File: src/rtl/rhc_pkg.sv
package rhc_pkg;

  // Component width and fixed-point scales
  localparam int CompBits = 8;
  localparam int SatShift = 12;
  localparam int SatOne   = 1 << SatShift;
  localparam int SatBits  = 13;
  localparam int HueBits  = 15;
  localparam int HueSixth = 3840;
  localparam int HueFull  = 23040;

  // Divider: both quotients fit in QuoBits (sat <= 4096, hue part <= 3840)
  localparam int QuoBits  = 13;
  localparam int NumBits  = CompBits + SatShift;

  // Hue sector, picked by the first component equal to max (red, green, blue)
  typedef enum logic [1:0] {
    SecRed   = 2'd0,
    SecGreen = 2'd1,
    SecBlue  = 2'd2
  } sector_e;

  typedef struct packed {
    logic [CompBits-1:0] red;
    logic [CompBits-1:0] green;
    logic [CompBits-1:0] blue;
  } pix_in_t;

  typedef struct packed {
    logic [HueBits-1:0]  hue;
    logic [SatBits-1:0]  saturation;
    logic [CompBits-1:0] value;
  } pix_out_t;

  // One lane of the restoring divider: partial remainder, numerator bits
  // not yet shifted in, quotient bits so far
  typedef struct packed {
    logic [CompBits-1:0] rem;
    logic [QuoBits-1:0]  num;
    logic [QuoBits-1:0]  quo;
  } div_lane_t;

  // Beat carried through the divider stages
  typedef struct packed {
    sector_e             sector;
    logic                gray;
    logic                neg;
    logic [CompBits-1:0] value;
    logic [CompBits-1:0] delta;
    div_lane_t           sat;
    div_lane_t           hue;
  } pipe_t;

endpackage

File: src/rtl/rgb_to_hsv_converter_unit.sv
// Channel  Direction  Handshake                 Beat
// -------  ---------  ------------------------  ---------------------------
// in       input      in_valid_i / in_stall_o   pix_in_t  (red, green, blue)
// out      output     out_valid_o / out_stall_i pix_out_t (hue, saturation, value)
//
// One pixel per clock while out_stall_i is low. Stages: two front stages (max/min,
// then delta and divider load), 13 restoring divider stages (one quotient
// bit each for saturation and hue in parallel), one output register.
// Reset clears the valid bits only; payload registers are not reset.
// Stall backs up stage by stage; empty stages still fill, so beats are
// accepted while a result waits until the pipeline is full.
module rgb_to_hsv_converter_unit import rhc_pkg::*; (
  input  logic     clk_i,
  input  logic     rst_ni,
  input  logic     in_valid_i,
  input  pix_in_t  in_data_i,
  output logic     in_stall_o,
  output logic     out_valid_o,
  output pix_out_t out_data_o,
  input  logic     out_stall_i
);

  logic  front_ready;
  logic  div_valid [QuoBits+1];
  logic  div_ready [QuoBits+1];
  pipe_t div_data  [QuoBits+1];

  assign in_stall_o = !front_ready;

  rhc_front u_front (
    .clk_i   (clk_i),
    .rst_ni  (rst_ni),
    .valid_i (in_valid_i),
    .data_i  (in_data_i),
    .ready_o (front_ready),
    .valid_o (div_valid[0]),
    .data_o  (div_data[0]),
    .ready_i (div_ready[0])
  );

  // Divider chain, one quotient bit per stage
  for (genvar k = 0; k < QuoBits; k++) begin : g_div
    rhc_div_stage u_stage (
      .clk_i   (clk_i),
      .rst_ni  (rst_ni),
      .valid_i (div_valid[k]),
      .data_i  (div_data[k]),
      .ready_o (div_ready[k]),
      .valid_o (div_valid[k+1]),
      .data_o  (div_data[k+1]),
      .ready_i (div_ready[k+1])
    );
  end

  rhc_back u_back (
    .clk_i   (clk_i),
    .rst_ni  (rst_ni),
    .valid_i (div_valid[QuoBits]),
    .data_i  (div_data[QuoBits]),
    .ready_o (div_ready[QuoBits]),
    .valid_o (out_valid_o),
    .data_o  (out_data_o),
    .stall_i (out_stall_i)
  );

endmodule

File: src/rtl/rhc_front.sv
module rhc_front import rhc_pkg::*; (
  input  logic    clk_i,
  input  logic    rst_ni,
  input  logic    valid_i,
  input  pix_in_t data_i,
  output logic    ready_o,
  output logic    valid_o,
  output pipe_t   data_o,
  input  logic    ready_i
);

  typedef struct packed {
    logic [CompBits-1:0] r;
    logic [CompBits-1:0] g;
    logic [CompBits-1:0] b;
    logic [CompBits-1:0] mx;
    logic [CompBits-1:0] mn;
    sector_e             sector;
  } s1_t;

  logic  s1_valid_q, s2_valid_q;
  logic  s1_ready, s2_ready;
  s1_t   s1_d, s1_q;
  pipe_t s2_d, s2_q;

  logic signed [CompBits:0] diff;
  logic signed [CompBits:0] ndiff;
  logic [CompBits-1:0]      absd;
  logic [NumBits-1:0]       sat_num;
  logic [NumBits-1:0]       hue_num;

  // Stage handshake: a stage takes a beat when empty or when it drains
  assign s2_ready = !s2_valid_q || ready_i;
  assign s1_ready = !s1_valid_q || s2_ready;
  assign ready_o  = s1_ready;
  assign valid_o  = s2_valid_q;
  assign data_o   = s2_q;

  // Stage 1: max, min, sector
  always_comb begin
    s1_d.r  = data_i.red;
    s1_d.g  = data_i.green;
    s1_d.b  = data_i.blue;
    s1_d.mx = data_i.red;
    s1_d.mn = data_i.red;
    if (data_i.green > s1_d.mx) s1_d.mx = data_i.green;
    if (data_i.blue  > s1_d.mx) s1_d.mx = data_i.blue;
    if (data_i.green < s1_d.mn) s1_d.mn = data_i.green;
    if (data_i.blue  < s1_d.mn) s1_d.mn = data_i.blue;
    if (data_i.red == s1_d.mx) begin
      s1_d.sector = SecRed;
    end else if (data_i.green == s1_d.mx) begin
      s1_d.sector = SecGreen;
    end else begin
      s1_d.sector = SecBlue;
    end
  end

  always_ff @(posedge clk_i or negedge rst_ni) begin
    if (!rst_ni) begin
      s1_valid_q <= 1'b0;
    end else if (s1_ready) begin
      s1_valid_q <= valid_i;
    end
  end

  always_ff @(posedge clk_i) begin
    if (s1_ready && valid_i) begin
      s1_q <= s1_d;
    end
  end

  // Stage 2: delta, signed difference, magnitudes, divider load
  always_comb begin
    case (s1_q.sector)
      SecGreen: diff = $signed({1'b0, s1_q.b}) - $signed({1'b0, s1_q.r});
      SecBlue:  diff = $signed({1'b0, s1_q.r}) - $signed({1'b0, s1_q.g});
      default:  diff = $signed({1'b0, s1_q.g}) - $signed({1'b0, s1_q.b});
    endcase
    ndiff = -diff;
    absd  = diff[CompBits] ? ndiff[CompBits-1:0] : diff[CompBits-1:0];

    s2_d.sector = s1_q.sector;
    s2_d.value  = s1_q.mx;
    s2_d.delta  = s1_q.mx - s1_q.mn;
    s2_d.gray   = (s2_d.delta == '0);
    s2_d.neg    = diff[CompBits];

    sat_num = NumBits'(s2_d.delta) << SatShift;
    hue_num = NumBits'(absd) * NumBits'(HueSixth);

    // Quotients stay below 2**QuoBits, so the top bits are already below the divisor
    s2_d.sat.rem = CompBits'(sat_num >> QuoBits);
    s2_d.sat.num = sat_num[QuoBits-1:0];
    s2_d.sat.quo = '0;
    s2_d.hue.rem = CompBits'(hue_num >> QuoBits);
    s2_d.hue.num = hue_num[QuoBits-1:0];
    s2_d.hue.quo = '0;
  end

  always_ff @(posedge clk_i or negedge rst_ni) begin
    if (!rst_ni) begin
      s2_valid_q <= 1'b0;
    end else if (s2_ready) begin
      s2_valid_q <= s1_valid_q;
    end
  end

  always_ff @(posedge clk_i) begin
    if (s2_ready && s1_valid_q) begin
      s2_q <= s2_d;
    end
  end

  // Min never exceeds max in a live beat
  a_minmax: assert property (@(posedge clk_i) disable iff (!rst_ni)
    s1_valid_q |-> (s1_q.mn <= s1_q.mx))
    else $error("rhc_front: min above max");

endmodule

File: src/rtl/rhc_div_stage.sv
module rhc_div_stage import rhc_pkg::*; (
  input  logic  clk_i,
  input  logic  rst_ni,
  input  logic  valid_i,
  input  pipe_t data_i,
  output logic  ready_o,
  output logic  valid_o,
  output pipe_t data_o,
  input  logic  ready_i
);

  logic  valid_q;
  pipe_t data_d, data_q;

  // One restoring step: shift in a numerator bit, subtract if it fits
  function automatic div_lane_t div_step(div_lane_t lane, logic [CompBits-1:0] dvsr);
    div_lane_t           res;
    logic [CompBits:0]   shifted;
    logic [CompBits:0]   trial;
    logic                qbit;
    shifted = {lane.rem, lane.num[QuoBits-1]};
    trial   = shifted - {1'b0, dvsr};
    qbit    = (shifted >= {1'b0, dvsr});
    res.rem = qbit ? trial[CompBits-1:0] : shifted[CompBits-1:0];
    res.num = {lane.num[QuoBits-2:0], 1'b0};
    res.quo = {lane.quo[QuoBits-2:0], qbit};
    return res;
  endfunction

  assign ready_o = !valid_q || ready_i;
  assign valid_o = valid_q;
  assign data_o  = data_q;

  // Saturation divides by max, hue by delta
  always_comb begin
    data_d     = data_i;
    data_d.sat = div_step(data_i.sat, data_i.value);
    data_d.hue = div_step(data_i.hue, data_i.delta);
  end

  always_ff @(posedge clk_i or negedge rst_ni) begin
    if (!rst_ni) begin
      valid_q <= 1'b0;
    end else if (ready_o) begin
      valid_q <= valid_i;
    end
  end

  always_ff @(posedge clk_i) begin
    if (ready_o && valid_i) begin
      data_q <= data_d;
    end
  end

  // Partial remainders stay below their divisors
  a_rem_bound: assert property (@(posedge clk_i) disable iff (!rst_ni)
    (valid_q && !data_q.gray) |->
      ((data_q.sat.rem < data_q.value) && (data_q.hue.rem < data_q.delta)))
    else $error("rhc_div_stage: remainder not below divisor");

endmodule

File: src/rtl/rhc_back.sv
module rhc_back import rhc_pkg::*; (
  input  logic     clk_i,
  input  logic     rst_ni,
  input  logic     valid_i,
  input  pipe_t    data_i,
  output logic     ready_o,
  output logic     valid_o,
  output pix_out_t data_o,
  input  logic     stall_i
);

  logic               valid_q;
  pix_out_t           data_d, data_q;
  logic [HueBits-1:0] base;
  logic [HueBits-1:0] top;
  logic [HueBits-1:0] quo;

  assign ready_o = !valid_q || !stall_i;
  assign valid_o = valid_q;
  assign data_o  = data_q;

  // Hue assembly: sector base plus signed quotient, wrapped into one turn
  always_comb begin
    case (data_i.sector)
      SecGreen: base = HueBits'(2 * HueSixth);
      SecBlue:  base = HueBits'(4 * HueSixth);
      default:  base = '0;
    endcase
    quo = HueBits'(data_i.hue.quo);
    // negative red-sector hue wraps; a quotient that truncates to zero stays 0
    top = (data_i.sector == SecRed && quo != '0) ? HueBits'(HueFull) : base;

    data_d.value = data_i.value;
    if (data_i.gray) begin
      data_d.hue        = '0;
      data_d.saturation = '0;
    end else begin
      data_d.hue        = data_i.neg ? (top - quo) : (base + quo);
      data_d.saturation = SatBits'(data_i.sat.quo);
    end
  end

  // Output register
  always_ff @(posedge clk_i or negedge rst_ni) begin
    if (!rst_ni) begin
      valid_q <= 1'b0;
    end else if (ready_o) begin
      valid_q <= valid_i;
    end
  end

  always_ff @(posedge clk_i) begin
    if (ready_o && valid_i) begin
      data_q <= data_d;
    end
  end

  a_sat_range: assert property (@(posedge clk_i) disable iff (!rst_ni)
    valid_q |-> (data_q.saturation <= SatBits'(SatOne)))
    else $error("rhc_back: saturation above one");

  a_hue_range: assert property (@(posedge clk_i) disable iff (!rst_ni)
    valid_q |-> (data_q.hue < HueBits'(HueFull)))
    else $error("rhc_back: hue beyond full turn");

  // Zero saturation only happens on gray pixels, whose hue is zero
  a_gray_hue: assert property (@(posedge clk_i) disable iff (!rst_ni)
    (valid_q && data_q.saturation == '0) |-> (data_q.hue == '0))
    else $error("rhc_back: unsaturated pixel with nonzero hue");

endmodule
File: config.mk
export PLATFORM = sky130hd
export DESIGN_NAME = rgb_to_hsv_converter_unit
export DESIGN_NICKNAME = d
export VERILOG_FILES = /design/src/rtl/rhc_pkg.sv /design/src/rtl/rgb_to_hsv_converter_unit.sv /design/src/rtl/rhc_front.sv /design/src/rtl/rhc_div_stage.sv /design/src/rtl/rhc_back.sv
export SDC_FILE = /design/constraint.sdc
export NUM_CORES = 1
export LEC_CHECK = 0
export CORE_MARGIN = 2
export CORE_UTILIZATION = 25
export CTS_CLUSTER_DIAMETER = 50
export CTS_CLUSTER_SIZE = 25
export DETAILED_ROUTE_END_ITERATION = 12
export DONT_BUFFER_PORTS = 1
export GPL_TIMING_DRIVEN = 1
export HOLD_SLACK_MARGIN = 0.03
export PLACE_DENSITY = 0.42
export SLEW_MARGIN = 5
export SYNTH_ARGS = -nofsm -noshare
export SYNTH_HDL_FRONTEND = slang
export SYNTH_HIERARCHICAL = 1
export SYNTH_SLANG_ARGS = --single-unit
File: constraint.sdc
create_clock -name clk_i -period 16.2 [get_ports clk_i]
set_clock_uncertainty 0.05 [all_clocks]
set_input_delay 0.81 -clock clk_i [delete_from_list [all_inputs] [get_ports clk_i]]
set_output_delay 0.81 -clock clk_i [all_outputs]
set_load 0.03 [all_outputs]
==> reports/results.tsv <==
metric	value	unit
Design Power	10700	uW
clk slew on worst S/H paths	0.06	ns
RSZ-0062 raised after global routing	false	
CTS tree	yes	
initial antenna violation count	2	
Flop pwr share	0.361	
area of the multi-input gates	15900	um2
CP required	16.58	ns
TritonCTS buffer count	104	
max_cap viols	0	
Fillers	18050	
DRC viols	0	
Critical Path End	u_front/data_o[32]$_DFFE_PP_	
hold slack final	0.1650	ns
reg2reg end	u_front/data_o[32]$_DFFE_PP_	
Clk pwr share	0.239	
relative slew slack	0.3351	
reg2reg start	u_front/s1_q[26]$_DFFE_PP_	
# setup viols final	0	
post-synthesis cell count	3309	
CTS Hold Bufs	2	
Hold Vio Cnt, Final	0	
grt total ovfl	0	
critical path class	reg -> reg	
period utilisation layout	0.3761	
final wirelength	82980	um
worst-skew pair later-pin latency	0.72	ns
HP Class	in -> reg	
switch share	0.3514	
largest net degree at the start of global routing	63	
Final HPWL DP	60020	um
CP startpoint kind	flop	
root buffer selected by CTS	clkbuf_16	
Worst Path Max Fanout	9	
Final #Nets	3756	
R2R cell count	24	
Max Fclk	164.1	MHz
Net Sw Power	3761	uW
internal power	6942	uW
Syn Area/Cell	13.58	um2
GRT Total Usage	0.09097	
fin area	51620	um2
VDD IR-drop max	164.4	uV
initial core utilization	0.2518	
IO Count	66	
Synth warnings	6	
detailed-route via count	24660	
routability cong.	0.7631	
first-pass GRT wire length	136500	um
DP Area	47720	um2
CP startpoint	u_front/s1_q[26]$_DFFE_PP_	
crit end category	flop	
Slew Limit Fails	0	
minimum clock period	6.093	ns
Die X	428.0	um
Setup Buffers After CTS	0	
buffers added on ports	0	
sequential cell area	27190	um2
TritonCTS Sinks	908	
reg2reg setup slack	10.11	ns
Longest Clk Path Bufs	3	
status	completed	
Worst Path Arrival	6.47	ns
core area	178400	um2
CTS H-Tree Depth	3	
most frequent cells in the layout	edfxtp_1, inv_1, ha_1	
Leak	0.01970	uW
die area	183100	um2
combinational share of power	0.400	
pin slew with the least headroom to its limit	0.9974	ns
layout cell share with drive strength beyond 1	0.1247	
Post-Syn Area	44930	um2
WL/cell	14.20	um
TNS Setup	0	ns
Gates resized, CTS repair	0	
drt pass-1 iters	5	
Cell Rows	155	
die height	428.0	um
ANT nets after route	0	
DRT iter0 DRCs	1032	
Vias/cell	4.220	
number of global-route vias before repair	25620	
most common cell after layout, fill and taps aside	edfxtp_1	
Layout area overhead	14.88	%
Pwr Density	207.3	nW/um2
-- layout make-up --
cell class                      instances  share of cell area
Inverter                              415             0.03018
Clock buffer                          115             0.05245
Antenna cell                            1          0.00004848
Sequential cell                       908              0.5267
Tap cell                             2355             0.05708
Timing Repair Buffer                   19            0.003054
Multi-Input combinational cell       1948              0.3080
Clock inverter                         83             0.02257
-- metrics by stage --
stage	cells	util	setup slack, ns
2_1_floorplan	3330	-	10.79
3_3_place_gp	5643	0.2674	10.02
3_5_place_dp	5643	0.2674	9.946
4_1_cts	5843	0.2893	10.07
5_1_grt	5844	0.2893	9.702
6_report	5844	0.2893	10.11
-- worst max-delay path, cell delays in order (launching register included) --
cell and delay, ns:
edfxtp_1 0.40, inv_1 0.07, ha_1 0.15, inv_1 0.05
fa_1 0.41, a211oi_1 0.33, nor3b_1 0.15, o31ai_1 0.35
a21oi_1 0.16, a31oi_4 0.35, and2_1 0.20, xor2_1 0.28
inv_1 0.13, fa_1 0.49, inv_1 0.06, fa_1 0.48
ha_1 0.29, a21o_1 0.16, a21oi_1 0.23, o21bai_1 0.10
a21oi_1 0.22, o21bai_1 0.09, a21oi_1 0.29, nor3_1 0.09
a311o_1 0.26
-- layer usage --
layer  track usage  wire length [um]  part of all wire  vias up
met5             0                 0                 0        -
met4       0.02959              2250             0.027        0
met3       0.02044              3021             0.036      149
met2        0.1589             40880              0.49      329
met1        0.1105             36830              0.44    11710
li1              -                 -                 -    12470
-- registers in the layout, indices dropped and copies added (netlist names) --
signal,flops
u_front/valid_o,1
u_back/valid_o,1
u_front/s1_valid_q,1
u_front/data_o,32
g_div.u_stage/data_o,782
g_div.u_stage/valid_o,13
u_back/data_o,36
u_front/s1_q,42
-- worst min-delay path by stage --
stage,end,depth (start not counted),start
global route,u_front/s1_q[18]$_DFFE_PP_,0,in_data_i[0]
finish,u_front/s1_valid_q$_DFFE_PN0N_,1,in_valid_i
floorplan,g_div[0].u_stage/data_o[22]$_DFFE_PP_,0,u_front/data_o[21]$_DFFE_PP_
global placement,g_div[3].u_stage/data_o[23]$_DFFE_PP_,0,g_div[2].u_stage/data_o[22]$_DFFE_PP_
detailed placement,g_div[10].u_stage/data_o[25]$_DFFE_PP_,0,g_div[9].u_stage/data_o[24]$_DFFE_PP_
CTS,u_front/s1_valid_q$_DFFE_PN0N_,1,in_valid_i
-- power by group through the flow --
stage               clock [uW]  sequential (uW)  combinational, uW
floorplan                    0             3800               3530
global placement             0             3930               4300
detailed placement           0             3930               4310
CTS                       2660             3880               4340
global route              2750             3940               4870
finish                    2560             3870               4280
Power figures use the tool's default switching activity.
